## src/rtl/mmcp_ram.sv

```systemverilog
// ----------------------------------------------------------------------------
// mmcp_ram
// Generic single-write, single-read RAM with a registered read port.
// ----------------------------------------------------------------------------
module mmcp_ram #(
    parameter int WIDTH = 16,
    parameter int DEPTH = 256
) (
    input  logic                                         aclk,
    input  logic                                         wr_en,
    input  logic [((DEPTH > 1) ? $clog2(DEPTH) : 1)-1:0] wr_addr,
    input  logic [WIDTH-1:0]                             wr_data,
    input  logic                                         rd_en,
    input  logic [((DEPTH > 1) ? $clog2(DEPTH) : 1)-1:0] rd_addr,
    output logic [WIDTH-1:0]                             rd_data
);

    logic [WIDTH-1:0] mem_reg [DEPTH];
    logic [WIDTH-1:0] rd_data_reg;

    always_ff @(posedge aclk) begin
        if (wr_en) begin
            mem_reg[wr_addr] <= wr_data;
        end
        if (rd_en) begin
            rd_data_reg <= mem_reg[rd_addr];
        end
    end

    assign rd_data = rd_data_reg;

endmodule

```

## config.mk

```make
export PLATFORM = sky130hd
export DESIGN_NAME = mmcp_ram
export DESIGN_NICKNAME = d
export VERILOG_FILES = /design/src/rtl/mmcp_ram.sv
export SDC_FILE = /design/constraint.sdc
export NUM_CORES = 2
export LEC_CHECK = 0
export BUFFER_PORTS_ARGS = -buffer_cell sky130_fd_sc_hd__buf_2
export CORE_AREA = 2 2 591 593
export CTS_CLUSTER_DIAMETER = 60
export DETAILED_ROUTE_END_ITERATION = 10
export DIE_AREA = 0 0 593 595
export GPL_TIMING_DRIVEN = 0
export HOLD_SLACK_MARGIN = 0.03
export PLACE_DENSITY = 0.6
export SLEW_MARGIN = 5
export SYNTH_ARGS = -nofsm -noshare
export SYNTH_HDL_FRONTEND = slang
export SYNTH_SLANG_ARGS = --single-unit
export TNS_END_PERCENT = 50
```

## constraint.sdc

```tcl
create_clock -name aclk -period 3.7 [get_ports aclk]
set_input_delay 0.74 -clock aclk [delete_from_list [all_inputs] [get_ports aclk]]
set_output_delay 0.74 -clock aclk [all_outputs]
set_load 0.1 [all_outputs]
```

==> results.json <==
{
  "placedCellCount": 12300,
  "highest-signal-layer": "met5",
  "failing_checks": "setup timing",
  "finalHoldViolCount": 0,
  "dr_wl_met2_um": 223000,
  "antenna_found_initial": 39,
  "multi_input_area_um2": 34300,
  "timing.critical_path.to_type": "register",
  "unrepaired_setup_endpoints_after_global_routing": "true",
  "area_fraction_in_compound_gates_after_synthesis_pct": 3.53,
  "grt-ovfl-total": 0,
  "chipHeight_um": 595,
  "synth-simple-area-share_pct": 1.57,
  "routed_wirelength_um": 501000,
  "crit_arrival_ps": 4620,
  "worst_path_max_delay_cell": "sky130_fd_sc_hd__buf_1",
  "global_route_wire_length_before_repair_um": 676000,
  "route.vias.total": 84300,
  "io_buffer_count": 40,
  "detailed_place_hpwl_um": 346000,
  "cts.reportedPaths.clkPinSlew_ps": 70,
  "hold_path.class": "in2reg",
  "grt_start_max_net_pins": 150,
  "worstSetupStartpointType": "input port",
  "final.setup.worst_slack_ps": -232,
  "slew_violations": 0,
  "core-area_um2": 347000,
  "syn-num-nets": 7395,
  "max-clock-path-buffers": 4,
  "hold-path-cell-count": 1,
  "synthDistinctLibCells": 51,
  "timing.slew.headroom_pct": 14.0,
  "route.detailed.drc": 0,
  "critical_path.most_common_cell": "sky130_fd_sc_hd__buf_2",
  "fin_util_pct": 53.3,
  "worst_slew_pin_slew_ps": 1290,
  "post-route-min-period_ps": 3930,
  "flow.area_growth_from_synthesis_pct": 16.4,
  "cts_buffers": 412,
  "register_area_um2": 123000,
  "met3_wirelength_um": 61500,
  "timing.final.crit_share_pct": 106,
  "synthesis.yosys.warnings": 0,
  "synth_flop_cell": "sky130_fd_sc_hd__edfxtp_1",
  "synthesis.area_um2": 159000,
  "worstReg2RegStart": "mem_reg[23][4]$_DFFE_PP_",
  "worstHoldEndpoint": "mem_reg[65][13]$_DFFE_PP_",
  "powerDensity_nw_per_um2": 535,
  "rrSetupSlack_ps": 760,
  "min_from": "wr_data[13]",
  "fp-row-count": 217,
  "maxClockFrequency_ghz": 0.254,
  "design.die.area_um2": 353000,
  "synth.mux.area_fraction_pct": 15.5,
  "root_buffer": "sky130_fd_sc_hd__clkbuf_16",
  "via_per_inst": 6.45,
  "h-tree-depth": 5,
  "finalNonFillerCells": 13100,
  "post-cts-setup-buffers": 0,
  "seq_area_frac_synth_pct": 77.7,
  "irDropWorstVdd_v": 0.000450,
  "fillers": 26200,
  "synth_xor_xnor_area_share_pct": 0,
  "yosys-top-cells-area": "sky130_fd_sc_hd__edfxtp_1, sky130_fd_sc_hd__mux4_2, sky130_fd_sc_hd__mux2i_1, sky130_fd_sc_hd__o221ai_1, sky130_fd_sc_hd__nor2_1",
  "rr_endpoint": "rd_data[4]$_DFFE_PP_",
  "cp-startpoint": "rd_addr[2]",
  "routed_wire_length_per_instance_um": 38.4,
  "combinational_family_with_the_most_area_after_synthesis": "multiplexers",
  "crit_path_cell_trace": "buf_2, nand2b_1, buf_2, clkbuf_1, buf_1, o221ai_1, o22ai_1, o31ai_4, o32ai_4, nor4_2",
  "crit_path_category": "in2reg",
  "critical_path.top_delay_family": "buffers and inverters",
  "timing.critical_path.fanout_max": 10,
  "route.layer.met1.wl_um": 191000,
  "postSynthRegisterBits": 4112,
  "synth_cells": 7360,
  "synth_edf_count": 4112,
  "netlist.area_leader.share_pct": 77.7,
  "setup_viol": 16,
  "finish.instance_area_um2": 185000,
  "cp_data_required_time_ps": 4390,
  "critical_path.n_buffers_inverters": 4,
  "drive_above_1_share_pct": 29.0,
  "async_flop_share_pct": 0,
  "netlist.top_cell.by_area": "sky130_fd_sc_hd__edfxtp_1",
  "dr.pass1.iters": 9,
  "ios": 51,
  "synthTopCellsByCount": "sky130_fd_sc_hd__edfxtp_1, sky130_fd_sc_hd__mux4_2, sky130_fd_sc_hd__mux2i_1, sky130_fd_sc_hd__nor2_1, sky130_fd_sc_hd__o221ai_1",
  "routability_driven_placement_congestion_ratio": 1.01,
  "layout.nets": 8134,
  "largest_reg_flops": 4096,
  "start_util_pct": 45.8,
  "clock-skew-final_ps": 72.7,
  "drt_iter0_drc": 13700,
  "critical_path.max_stage_delay_ps": 760,
  "total_leakage_power_nw": 58.4,
  "clock_sink_count": 4112,
  "timing.max_cap.violations": 0,
  "run_status": "finished with violations",
  "postPlaceCellArea_um2": 171000,
  "die_w_um": 593,
  "postRouteAntennaNets": 0,
  "grt_pass1_vias": 81200,
  "synth.most_common_cell": "sky130_fd_sc_hd__edfxtp_1",
  "grt_usage_pct": 28.1,
  "worst-r2r-cell-count": 5,
  "tritoncts": "yes",
  "synthAdderAreaFrac_pct": 0,
  "syn_area_per_cell_um2": 21.6,
  "clock_latency_ps": 980
}
## area by class of cell
type,count,share of cell area [%]
sequential,4112,66.7
multi-input combinational,2792,18.6
clock buffer,513,5.90
tap,4599,3.11
timing repair buffer,326,2.82
buffer,451,1.58
clock inverter,243,1.25
antenna,16,0.0216
inverter,4,0.00812
## metrics by stage
stage / worst slack [ps] / TNS (ps) / power, W / hold slack, ps
after floorplan: 711 / 0 / 0.0551 / 839
after global placement: -3400 / - / 0.0581 / 1160
after detailed placement: -3250 / -216900 / 0.0581 / 982
after CTS: -22.9 / -22.9 / 0.0991 / 33.4
after global routing: -33.7 / -66.6 / 0.101 / 72.2
final: -232 / -2200 / 0.0989 / 73.7
## layout by cell type (no fill, tap or decap), types with 21 or more instances in the layout
master                      Yosys  layout
sky130_fd_sc_hd__clkbuf_16      0     423
sky130_fd_sc_hd__buf_4         26      38
sky130_fd_sc_hd__buf_2         76      94
sky130_fd_sc_hd__nand3_1       35      35
sky130_fd_sc_hd__nor3_1        92      65
sky130_fd_sc_hd__a221oi_1      28      25
sky130_fd_sc_hd__o221ai_1     252     241
sky130_fd_sc_hd__buf_8         11     231
sky130_fd_sc_hd__nand2_1       38      37
sky130_fd_sc_hd__nor2_1       304      48
sky130_fd_sc_hd__a21oi_1      175     165
sky130_fd_sc_hd__mux2_2        88      88
sky130_fd_sc_hd__clkbuf_2       0      82
sky130_fd_sc_hd__buf_6         77      97
sky130_fd_sc_hd__mux4_2       797     797
sky130_fd_sc_hd__nor3_2         0      27
sky130_fd_sc_hd__clkbuf_1     230     217
sky130_fd_sc_hd__bufinv_16      0      39
sky130_fd_sc_hd__nand4_1       26      26
sky130_fd_sc_hd__o22ai_1      148     148
sky130_fd_sc_hd__mux2i_1      565     565
sky130_fd_sc_hd__edfxtp_1    4112    4112
sky130_fd_sc_hd__clkinv_2       0      67
sky130_fd_sc_hd__clkinv_1       0     103
sky130_fd_sc_hd__nor2_2         0     250
sky130_fd_sc_hd__a22oi_1       43      37
sky130_fd_sc_hd__buf_16         0      45
sky130_fd_sc_hd__buf_12         5      21
sky130_fd_sc_hd__o21ai_0       37      33
sky130_fd_sc_hd__a22o_1        32      32
## report_power, final
part,internal (W),switching (W)
sequential,0.0514,0.0000267
combinational,0.00181,0.00424
clock,0.0236,0.0178
## layer usage
layer | up-vias | GRT usage, %
li1 | 32900 | -
met1 | 44900 | 39.5
met2 | 5508 | 41.4
met3 | 953 | 7.65
met4 | 6 | 12.3
met5 | - | 0
## logic make-up after synthesis
| kind of cell | after synthesis |
|---|---|
| DFF | 4112 |
| buffers and inverters | 456 |
| AOI/OAI and AO/OA | 786 |
| muxes | 1450 |
| and+or+nand+nor | 556 |
## how the worst max path moves through the flow
stage / endpoint / slack [ps] / cells past startpoint
floorplan: rd_data[4]$_DFFE_PP_ / 710 / 8
global route: rd_data[4]$_DFFE_PP_ / -30 / 10
global placement: rd_data[6]$_DFFE_PP_ / -3400 / 8
CTS: rd_data[2]$_DFFE_PP_ / -20 / 10
finish: rd_data[4]$_DFFE_PP_ / -230 / 10
detailed placement: rd_data[8]$_DFFE_PP_ / -3250 / 9
## timing repair
| item | in CTS | in global routing |
|---|---|---|
| hold buffers | 1 | 0 |
| endpoints found under the setup margin | 16 | 16 |
| resized for setup | 235 | 63 |
| pin swaps | 4 | 1 |
| endpoints found under the hold margin | 4 | 0 |
Power figures use the tool's default switching activity.
